File: config.mk
export PLATFORM = sky130hd
export DESIGN_NAME = dual_window_layer_mask
export DESIGN_NICKNAME = d
export VERILOG_FILES = /design/src/sv/dwlm_pkg.sv /design/src/sv/dual_window_layer_mask.sv /design/src/sv/dwlm_cfg.sv /design/src/sv/dwlm_pipe.sv
export SDC_FILE = /design/constraint.sdc
export NUM_CORES = 1
export LEC_CHECK = 0
export BUFFER_PORTS_ARGS = -buffer_cell sky130_fd_sc_hd__clkbuf_2
export CORE_MARGIN = 10
export CORE_UTILIZATION = 50
export DETAILED_ROUTE_END_ITERATION = 6
export GPL_TIMING_DRIVEN = 0
export PLACE_DENSITY = 0.75
export SLEW_MARGIN = 20
export SYNTH_ARGS = -nofsm -noshare
export SYNTH_HDL_FRONTEND = slang
export SYNTH_SLANG_ARGS = --single-unit
File: constraint.sdc
create_clock -name clk -period 1.7 [get_ports clk]
set_input_delay 0 -clock clk [delete_from_list [all_inputs] [get_ports clk]]
set_output_delay 0 -clock clk [all_outputs]
set_load 0.01 [all_outputs]
File: src/sv/dwlm_pkg.sv
// ----------------------------------------------------------------------------
// dwlm_pkg
// Shared types and constants of the dual-window layer mask.
// ----------------------------------------------------------------------------
package dwlm_pkg;

	localparam int XW      = 8;
	localparam int LAYER_W = 3;
	localparam int SEL_W   = 4;
	localparam int CODE_W  = 2;
	localparam int CODES_W = 12;
	localparam int ADDR_W  = 5;
	localparam int DATA_W  = 32;

	localparam int SEL_INV1 = 0;
	localparam int SEL_EN1  = 1;
	localparam int SEL_INV2 = 2;
	localparam int SEL_EN2  = 3;

	typedef enum logic [2:0] {
		REG_W1_LEFT   = 3'd0,
		REG_W1_RIGHT  = 3'd1,
		REG_W2_LEFT   = 3'd2,
		REG_W2_RIGHT  = 3'd3,
		REG_BG_A_SEL  = 3'd4,
		REG_BG_B_SEL  = 3'd5,
		REG_SPR_COL   = 3'd6,
		REG_COMBINE   = 3'd7
	} reg_idx_t;

	typedef enum logic [CODE_W-1:0] {
		COMB_OR   = 2'd0,
		COMB_AND  = 2'd1,
		COMB_XOR  = 2'd2,
		COMB_XNOR = 2'd3
	} comb_t;

	typedef enum logic [LAYER_W-1:0] {
		LAYER_BG0    = 3'd0,
		LAYER_BG1    = 3'd1,
		LAYER_BG2    = 3'd2,
		LAYER_BG3    = 3'd3,
		LAYER_SPRITE = 3'd4,
		LAYER_COLOUR = 3'd5,
		LAYER_BAD6   = 3'd6,
		LAYER_BAD7   = 3'd7
	} layer_t;

	typedef struct packed {
		logic [XW-1:0]      w1_left;
		logic [XW-1:0]      w1_right;
		logic [XW-1:0]      w2_left;
		logic [XW-1:0]      w2_right;
		logic [7:0]         bg_a_sel;
		logic [7:0]         bg_b_sel;
		logic [7:0]         spr_col_sel;
		logic [CODES_W-1:0] combine;
	} cfg_t;

endpackage

File: src/sv/dual_window_layer_mask.sv
// ----------------------------------------------------------------------------
// dual_window_layer_mask
// Per-column, per-layer window mask from two horizontal windows.
//
//   channel   dir   handshake          payload
//   s_*       in    s_tvalid/s_tready  s_tuser[2:0] layer, s_tdata[7:0] pixel_x
//   m_*       out   m_tvalid/m_tready  m_tdata[0] masked, [7:1] zero
//   apb       in    psel/penable       paddr[4:2] register, pwdata/prdata
//
// One request per cycle sustained while m_tready is high; a result is
// registered through the compare, invert/enable and combine stages in turn
// before it is presented on m_*.
// Reset clears the stage valid bits and all configuration registers.
// A stall on m_tready holds the full stages while empty stages close up;
// s_tready drops only when all three stages are full and the output is not taken.
// ----------------------------------------------------------------------------
module dual_window_layer_mask (
	input  logic                         clk,
	input  logic                         arst_n,
	input  logic                         psel,
	input  logic                         penable,
	input  logic                         pwrite,
	input  logic [dwlm_pkg::ADDR_W-1:0]  paddr,
	input  logic [dwlm_pkg::DATA_W-1:0]  pwdata,
	output logic [dwlm_pkg::DATA_W-1:0]  prdata,
	output logic                         pready,
	input  logic                         s_tvalid,
	output logic                         s_tready,
	input  logic [7:0]                   s_tdata,  // [7:0] pixel_x
	input  logic [dwlm_pkg::LAYER_W-1:0] s_tuser,  // [2:0] layer
	output logic                         m_tvalid,
	input  logic                         m_tready,
	output logic [7:0]                   m_tdata   // [0] masked, [7:1] zero
);

	dwlm_pkg::cfg_t cfg;
	logic           masked;

	dwlm_cfg u_cfg (
		.clk     (clk),
		.arst_n  (arst_n),
		.psel    (psel),
		.penable (penable),
		.pwrite  (pwrite),
		.paddr   (paddr),
		.pwdata  (pwdata),
		.prdata  (prdata),
		.pready  (pready),
		.cfg     (cfg)
	);

	dwlm_pipe u_pipe (
		.clk        (clk),
		.arst_n     (arst_n),
		.cfg        (cfg),
		.in_valid   (s_tvalid),
		.in_ready   (s_tready),
		.in_layer   (s_tuser),
		.in_x       (s_tdata[dwlm_pkg::XW-1:0]),
		.out_valid  (m_tvalid),
		.out_ready  (m_tready),
		.out_masked (masked)
	);

	assign m_tdata = {7'd0, masked};

endmodule

File: src/sv/dwlm_cfg.sv
// ----------------------------------------------------------------------------
// dwlm_cfg
// Configuration register file behind a simple APB slave.
// ----------------------------------------------------------------------------
module dwlm_cfg (
	input  logic                        clk,
	input  logic                        arst_n,
	input  logic                        psel,
	input  logic                        penable,
	input  logic                        pwrite,
	input  logic [dwlm_pkg::ADDR_W-1:0] paddr,
	input  logic [dwlm_pkg::DATA_W-1:0] pwdata,
	output logic [dwlm_pkg::DATA_W-1:0] prdata,
	output logic                        pready,
	output dwlm_pkg::cfg_t              cfg
);

	dwlm_pkg::cfg_t   cfg_q;
	dwlm_pkg::reg_idx_t idx;
	logic             wr_en;

	assign idx    = dwlm_pkg::reg_idx_t'(paddr[dwlm_pkg::ADDR_W-1:2]);
	assign pready = 1'b1;
	assign wr_en  = psel & penable & pwrite & pready;
	assign cfg    = cfg_q;

	always_ff @(posedge clk or negedge arst_n) begin
		if (!arst_n) begin
			cfg_q <= '0;
		end else if (wr_en) begin
			case (idx)
				dwlm_pkg::REG_W1_LEFT:  cfg_q.w1_left     <= pwdata[7:0];
				dwlm_pkg::REG_W1_RIGHT: cfg_q.w1_right    <= pwdata[7:0];
				dwlm_pkg::REG_W2_LEFT:  cfg_q.w2_left     <= pwdata[7:0];
				dwlm_pkg::REG_W2_RIGHT: cfg_q.w2_right    <= pwdata[7:0];
				dwlm_pkg::REG_BG_A_SEL: cfg_q.bg_a_sel    <= pwdata[7:0];
				dwlm_pkg::REG_BG_B_SEL: cfg_q.bg_b_sel    <= pwdata[7:0];
				dwlm_pkg::REG_SPR_COL:  cfg_q.spr_col_sel <= pwdata[7:0];
				dwlm_pkg::REG_COMBINE:  cfg_q.combine     <= pwdata[dwlm_pkg::CODES_W-1:0];
				default: ;
			endcase
		end
	end

	always_comb begin
		prdata = '0;
		case (idx)
			dwlm_pkg::REG_W1_LEFT:  prdata[7:0] = cfg_q.w1_left;
			dwlm_pkg::REG_W1_RIGHT: prdata[7:0] = cfg_q.w1_right;
			dwlm_pkg::REG_W2_LEFT:  prdata[7:0] = cfg_q.w2_left;
			dwlm_pkg::REG_W2_RIGHT: prdata[7:0] = cfg_q.w2_right;
			dwlm_pkg::REG_BG_A_SEL: prdata[7:0] = cfg_q.bg_a_sel;
			dwlm_pkg::REG_BG_B_SEL: prdata[7:0] = cfg_q.bg_b_sel;
			dwlm_pkg::REG_SPR_COL:  prdata[7:0] = cfg_q.spr_col_sel;
			dwlm_pkg::REG_COMBINE:  prdata[dwlm_pkg::CODES_W-1:0] = cfg_q.combine;
			default:                prdata = '0;
		endcase
	end

endmodule

File: src/sv/dwlm_pipe.sv
// ----------------------------------------------------------------------------
// dwlm_pipe
// Three-stage mask pipeline: window compare, invert/enable, combine.
// ----------------------------------------------------------------------------
module dwlm_pipe (
	input  logic                         clk,
	input  logic                         arst_n,
	input  dwlm_pkg::cfg_t               cfg,
	input  logic                         in_valid,
	output logic                         in_ready,
	input  logic [dwlm_pkg::LAYER_W-1:0] in_layer,
	input  logic [dwlm_pkg::XW-1:0]      in_x,
	output logic                         out_valid,
	input  logic                         out_ready,
	output logic                         out_masked
);

	logic adv1, adv2, adv3;
	logic v_s1, v_s2, v_s3;

	logic                        cov1_s1, cov2_s1, ok_s1;
	logic [dwlm_pkg::SEL_W-1:0]  sel_s1;
	logic [dwlm_pkg::CODE_W-1:0] code_s1;

	logic                        w1_s2, w2_s2, e1_s2, e2_s2;
	logic [dwlm_pkg::CODE_W-1:0] code_s2;

	logic masked_s3;

	logic                        cov1_d, cov2_d, ok_d;
	logic [7:0]                  pair_d;
	logic [dwlm_pkg::SEL_W-1:0]  sel_d;
	logic [dwlm_pkg::CODE_W-1:0] code_d;
	logic                        res_d;

	assign adv3     = !v_s3 | out_ready;
	assign adv2     = !v_s2 | adv3;
	assign adv1     = !v_s1 | adv2;
	assign in_ready = adv1;

	assign out_valid  = v_s3;
	assign out_masked = masked_s3;

	always_ff @(posedge clk or negedge arst_n) begin
		if (!arst_n) begin
			v_s1 <= 1'b0;
			v_s2 <= 1'b0;
			v_s3 <= 1'b0;
		end else begin
			if (adv1) v_s1 <= in_valid;
			if (adv2) v_s2 <= v_s1;
			if (adv3) v_s3 <= v_s2;
		end
	end

	// stage 1: window compares, select and code lookup
	always_comb begin
		cov1_d = (cfg.w1_left <= cfg.w1_right) && (in_x >= cfg.w1_left)
			&& (in_x <= cfg.w1_right);
		cov2_d = (cfg.w2_left <= cfg.w2_right) && (in_x >= cfg.w2_left)
			&& (in_x <= cfg.w2_right);
		case (in_layer[2:1])
			2'd0:    pair_d = cfg.bg_a_sel;
			2'd1:    pair_d = cfg.bg_b_sel;
			default: pair_d = cfg.spr_col_sel;
		endcase
		sel_d = in_layer[0] ? pair_d[7:4] : pair_d[3:0];
		ok_d  = 1'b1;
		case (dwlm_pkg::layer_t'(in_layer))
			dwlm_pkg::LAYER_BG0:    code_d = cfg.combine[1:0];
			dwlm_pkg::LAYER_BG1:    code_d = cfg.combine[3:2];
			dwlm_pkg::LAYER_BG2:    code_d = cfg.combine[5:4];
			dwlm_pkg::LAYER_BG3:    code_d = cfg.combine[7:6];
			dwlm_pkg::LAYER_SPRITE: code_d = cfg.combine[9:8];
			dwlm_pkg::LAYER_COLOUR: code_d = cfg.combine[11:10];
			default: begin
				code_d = '0;
				ok_d   = 1'b0;
			end
		endcase
	end

	always_ff @(posedge clk) begin
		if (adv1) begin
			cov1_s1 <= cov1_d;
			cov2_s1 <= cov2_d;
			sel_s1  <= sel_d;
			code_s1 <= code_d;
			ok_s1   <= ok_d;
		end
	end

	// stage 2: apply invert and enable
	always_ff @(posedge clk) begin
		if (adv2) begin
			w1_s2   <= cov1_s1 ^ sel_s1[dwlm_pkg::SEL_INV1];
			w2_s2   <= cov2_s1 ^ sel_s1[dwlm_pkg::SEL_INV2];
			e1_s2   <= ok_s1 & sel_s1[dwlm_pkg::SEL_EN1];
			e2_s2   <= ok_s1 & sel_s1[dwlm_pkg::SEL_EN2];
			code_s2 <= code_s1;
		end
	end

	// stage 3: combine
	always_comb begin
		if (e1_s2 && e2_s2) begin
			case (dwlm_pkg::comb_t'(code_s2))
				dwlm_pkg::COMB_OR:   res_d = w1_s2 | w2_s2;
				dwlm_pkg::COMB_AND:  res_d = w1_s2 & w2_s2;
				dwlm_pkg::COMB_XOR:  res_d = w1_s2 ^ w2_s2;
				dwlm_pkg::COMB_XNOR: res_d = ~(w1_s2 ^ w2_s2);
				default:             res_d = 1'b0;
			endcase
		end else if (e1_s2) begin
			res_d = w1_s2;
		end else if (e2_s2) begin
			res_d = w2_s2;
		end else begin
			res_d = 1'b0;
		end
	end

	always_ff @(posedge clk) begin
		if (adv3) masked_s3 <= res_d;
	end

endmodule
Word-level counts from Yosys, hierarchy flattened
Cells that the tools add are included.
- order comparisons: 6
- equality and inequality tests: 16
- muxes and demuxes: 10
- bitwise logic cells: 13
- reductions and logical operators: 21
- operator list (operator ; number):
    $pmux 8 s8 ; 1
    $le 8x8->1 ; 4
    $eq 3x3->1 const B ; 6
    $ge 8x8->1 ; 2
    $pmux 8 s2 ; 1
    $reduce_and 2->1 ; 8
    $eq 3x2->1 const B ; 4
    $pmux 2 s6 ; 1
    $mux 4 ; 2
    $eq 3x1->1 const B ; 2
    $logic_not 3->1 ; 2
    $reduce_or 6->1 ; 1
    $and 1x1->1 ; 5
    $logic_and 1x1->1 ; 5
    $eq 2x1->1 const B ; 2
    $eq 2x2->1 const B ; 2
    $logic_not 2->1 ; 2
    $mux 1 ; 4
    $or 1x1->1 ; 4
    $pmux 1 s4 ; 1
    $logic_not 1->1 ; 3
    $xor 1x1->1 ; 3
    $not 1->1 ; 1
- register bits after elaboration: 87
- bits of input ports: 55
- output and inout port bits: 43
- word-level logic and storage cells: 88

Logic depth before layout (Yosys ltp)
- word-level depth: 4
- gate-level depth with buffers: 7
- mapped depth without buffers: 7

Hierarchy
A second synthesis with hierarchy kept.
- cell total of the unflattened synthesis: 479
- area total of the unflattened synthesis: 5522.8 µm²
- modules (own cells, without submodules) (module ; instances ; cells each ; area an instance (µm²) ; sequential area each (µm²)):
    dwlm_cfg ; 1 ; 252 ; 3328.2 ; 1701.6
    dwlm_pipe ; 1 ; 218 ; 2130.8 ; 555.5
    dual_window_layer_mask ; 1 ; 9 ; 63.8 ; 0.0

Worst setup path after synthesis
No wires, ideal clock.
- kind: register -> register
- start: reg u_cfg.cfg_q (netlist bit u_cfg.cfg[60])
- end: reg u_pipe.cov1_s1, data pin
- setup time: 0.203 ns
- arrival: 1.496 ns
- required time: 1.497 ns
- slack: 0.001 ns
- stages on the path, launching flop included: 7
- buffers on the path: 0
- period minus slack after synthesis: 1.699 ns
- path through: dfrtp_1 -> ha_1 -> nand2b_1 -> a21o_1 -> a211oi_1 -> or3_1 -> a2111oi_1
- longest elaborated chain between the ends: 3
- elaborated cells on any way between the ends: 4
- those cells by class: order compare (2); reduce/logical (2)
- ends and longest elaborated chain (item ; RTL line ; source):
    start, declared ; dwlm_cfg.sv:18 ; dwlm_pkg::cfg_t cfg_q;
    $le 8x8->1 or $ge 8x8->1 (tied branches) ; dwlm_pipe.sv:58 ; cov1_d = (cfg.w1_left <= cfg.w1_right) && (in_x >= cfg.w1_left)
    $logic_and 1x1->1 (*) ; dwlm_pipe.sv:58 ;
    $logic_and 1x1->1 (*) ; dwlm_pipe.sv:59 ; && (in_x <= cfg.w1_right);
    named net u_pipe.cov1_d ; dwlm_pipe.sv:30 ; logic cov1_d, cov2_d, ok_d;
    end signal, assigned ; dwlm_pipe.sv:85 ; cov1_s1 <= cov1_d;
    end, declared ; dwlm_pipe.sv:21 ; logic cov1_s1, cov2_s1, ok_s1;
Mark *: on every way through the listed nets, which the timed path passes. The rest lies on a longest branch.
A chain may end at the register's enable or synchronous reset.

Worst setup path after layout
Ends and elaborated chain as after synthesis.

==> results list <==
- Status: complete, but fails checks
- Failing checks: setup timing
* Share of synthesized cell area in and, or, nand and nor gates: 10.69%
* Initial core utilization: between 50 and 60%
- The clock arrives with roughly 0.0065 ns of skew.
- # Max-Cap Violations: 0
- FMAX: roughly 0.50 GHz
* Total routing resource utilization after global routing: 17.61%
- Placed Cells: around 730
* Slowest cell on crit path: sky130_fd_sc_hd__a2111oi_4
- In the routed design, unresolved DRC markers number 0.
* Fraction of the mapped netlist area in adder cells: between 10% and 20%
- Entering global routing, the biggest net connects 43 pins.
- Proportion of synthesized area in mux cells: between 10% and 20%
- In this design, the stage delay of the slowest critical-path cell is about 0.43 ns.
* Reg2Reg Depth: 6
* Die width: 125.3 µm
- Number of rows in the core area: 38
- The first global-routing pass estimated roughly 23000 µm of wire.
* Met1 GRT Util: a little over a fifth
- The floorplan step defined a core boundary enclosing ~11000 µm².
- Setup repair after global routing could not meet its margin everywhere.
- The detail route stage leaves a number of antenna-violating nets equal to 0.
- Required time at the worst-slack endpoint: between 1.5 and 2 ns
- From synthesis to final layout, the design area changed by 19.60%.
- The H-tree generated during clock tree synthesis spans 3 levels.
* Placer congestion estimate: ~0.89
- Final Cycle Share: 117.0%
- Among cell families on the critical path, the largest total delay comes from compound AO/OA/AOI/OAI gates.
* Worst setup slack after placement: -0.6537 ns
- Worst hold slack across all endpoints: 0.02446 ns
- At the later pin of the worst-skew pair, clock insertion delay measures between 0.3 and 0.4 ns.
- Excluding fillers, the count of instances in the completed layout stands at 772.
- Worst path arrival time: 2.12 ns
- Setup violations remaining at the end of the flow were counted as 4.
* Worst path cell trace: ha_1, nand2b_1, a21o_1, a211oi_1, or3_1, a2111oi_4
* Category of the most critical setup path: reg -> reg
- Most used cells in the layout excluding fill and tap cells: sky130_fd_sc_hd__dfrtp_1 (71), sky130_fd_sc_hd__mux2_2 (51), sky130_fd_sc_hd__buf_4 (50), sky130_fd_sc_hd__ha_1 (47), sky130_fd_sc_hd__nand2_1 (45)
* WP buf/inv: 0
* Via count normalized by instance count: ~5.6
- Leading cell type in the layout, fill and taps excluded: sky130_fd_sc_hd__dfrtp_1
- Cell count of the worst hold path: 3
* Fraction of layout cells with a size suffix above 1: roughly 34%
- After synthesis, the largest family of logic cells by area is multiplexers.
- M3 GR Usage: under 10%
* Proportion of netlist area held by the largest area contributor: roughly 32%
* I/O pin total: 98
- The wire-length estimate of the detail-placed layout is around 11000 µm.
- Number of buffer cells added on primary ports: 44
- The synthesized netlist devotes less than 1% of its cell area to XOR and XNOR gates.
- Counting buffers and inverters, the worst setup path is 6 cells deep.
* CP max FO: 2
- In this run, CTS created clock tree buffers numbering 9.
* DRT Wirelength: approximately 14000 µm
- Clock-pin slew was measured on the worst setup and hold paths at ~0.090 ns.
* Final setup slack of the worst path: -0.2884 ns
- Clk root buf: sky130_fd_sc_hd__clkbuf_8
- CTS Sinks: between 80 and 90
* Vias in the first global route: between 4000 and 5000
- Setup tns final: -0.4158 ns
- In this run the worst hold path is classified as in -> reg.
- The floorplan step set the die height to approximately 130 µm.
* Number of cells produced by synthesis: just over 500
- The die covers about 16000 µm².
- Initial antenna violation count: 0
* Final hold vios: 0
* Cell area after technology mapping: roughly 5500 µm²
- Measured on the finished design, the core utilization comes to 61.21%.
* Kind of launch point of the worst setup path: flop
- Number of nets in the finished design: about 730
* Total power per unit cell area: between 900 and 1000 nW/µm²
* Flops & latches, synth: 87
- Pre-antenna DRT Iters: 5
- In the post-synthesis netlist, the biggest area contributors are sky130_fd_sc_hd__dfrtp_1 (32%), sky130_fd_sc_hd__ha_1 (11%), sky130_fd_sc_hd__mux2_2 (11%), sky130_fd_sc_hd__edfxtp_1 (8.7%), sky130_fd_sc_hd__buf_4 (4.6%).
- Peak supply drop: between 0.4 and 0.5 mV
* Detailed-route wire length per cell: 18.41 µm
* CTS tree: yes
- The total count of max-transition violations in the final report is 0.
- The routed layout has 4312 vias.
- The global routing stage identified its most utilized layer as met2.
- For this design the static power due to leakage is roughly 3.2 nW.
- Synth warnings: 0
- Of all cell types, the one taking the most synthesized area is sky130_fd_sc_hd__dfrtp_1.
- Headroom to the max-slew limit came out at between 60% and 70%.
- Number of buffers between clock root and the deepest sink: 2
- A synthesized cell averages around 11 µm².
- Count of different cell masters after synthesis: 52
* Post-synthesis sequential area ratio: between 40% and 50%
- Complex-gate fraction of the synthesized area: between 10% and 20%
- Aggregate global routing overflow: 0
- For the pin with the worst max-slew slack, the measured transition is between 0.5 and 0.6 ns.
* 1st-iter DRT viols: between 300 and 400
- Clock period minus worst slack: 1.988 ns
- The number of antenna diodes in the final layout is 0.
- In the global route stage, met2 resource usage came out at between 20 and 30%.
- Endpoint kind of the worst setup timing path: flop
## worst paths after layout
path / from / endpoint / slack (ns)
setup / recovery: u_cfg.cfg[60] / u_pipe.cov1_s1 / -0.29
hold / removal: pwdata[2] / u_cfg.cfg[62] / 0.02
setup reg to reg: u_cfg.cfg[60] / u_pipe.cov1_s1 / -0.29
hold reg to reg: u_pipe.code_s1[1] / u_pipe.code_s2[1] / 0.44
max in group asynchronous: arst_n / u_cfg.cfg[41] / 0.99
min in group asynchronous: arst_n / u_cfg.cfg[8] / 0.13
## worst reg2reg max path: stages, from the launching register on
cell                        delay (ns)
sky130_fd_sc_hd__dfrtp_1          0.40
sky130_fd_sc_hd__ha_1             0.28
sky130_fd_sc_hd__nand2b_1         0.10
sky130_fd_sc_hd__a21o_1           0.13
sky130_fd_sc_hd__a211oi_1         0.07
sky130_fd_sc_hd__or3_1            0.35
sky130_fd_sc_hd__a2111oi_4        0.43
## final cells by class
cell class | count | area, µm²
clock buffer | 10 | 127.6
buffer | 48 | 346.6
multi-input combinational | 369 | 3035
sequential | 87 | 2257
tap | 140 | 175.2
clock inverter | 6 | 51.30
inverter | 37 | 138.9
timing repair buffer | 75 | 503.0
fill | 893 | 4205
## cells in the mapped netlist, drive strengths merged
master	n
nand2	45
o2111ai	1
nand4b	1
o221ai	1
a21o	4
and2	6
o211a	1
nor3	4
mux4	6
a2111oi	3
mux2i	8
ha	50
a31oi	3
and3b	2
xor2	3
nand4	10
nor2b	5
a211oi	1
nor2	23
conb	2
buf	46
mux2	60
a21boi	2
dfrtp	71
edfxtp	16
a22o	2
o32a	2
a21oi	27
inv	37
o21a	1
or3	3
nand2b	7
a22oi	2
nand3b	1
o22ai	3
clkbuf	2
o211ai	5
nand3	3
a221oi	9
o21ai	35
and3	2
## through the flow
step	power, mW	area (µm²)
after global routing	7.043	6635
after floorplan	4.324	5645
final	6.631	6635
after CTS	6.528	6544
after detailed placement	4.979	6063
after global placement	4.852	6041
## report_power, final
group,switching (mW),internal [mW],total [mW]
combinational,1.19,1.16,2.35
sequential,0.329,2.61,2.94
clock,0.789,0.552,1.34
## state kept, by name, indices dropped and copies added, names as in the netlist, 2 cells and up
name,flops
u_pipe.code_s2,2
u_pipe.code_s1,2
u_pipe.sel_s1,4
u_cfg.cfg,68
## cell families after synthesis
kind of cell               after synthesis
xor gates and xnor gates                 3
AOI/OAI and AO/OA                      102
adders and majority gates               50
DFF                                     87
buffers and inverters                   85
muxes                                   74
other                                    2
and+or+nand+nor                        112
## metal layers
| layer | up-vias | part of all wire [%] |
|---|---|---|
| met5 | - | 0 |
| met1 | 2090 | 42 |
| li1 | 2029 | - |
| met4 | 0 | 2.9 |
| met3 | 34 | 7.3 |
| met2 | 159 | 48 |
## repair_timing
| action | CTS | global route |
|---|---|---|
| buffers inserted | 12 | 4 |
| gates resized for setup | 14 | 10 |
| hold buffers | 14 | 0 |
| endpoints found under the setup margin | 7 | 8 |
| pin swaps | 11 | 10 |
| hold endpoints to repair | 101 | 0 |
Note: power is estimated with default switching activity, not from simulation.
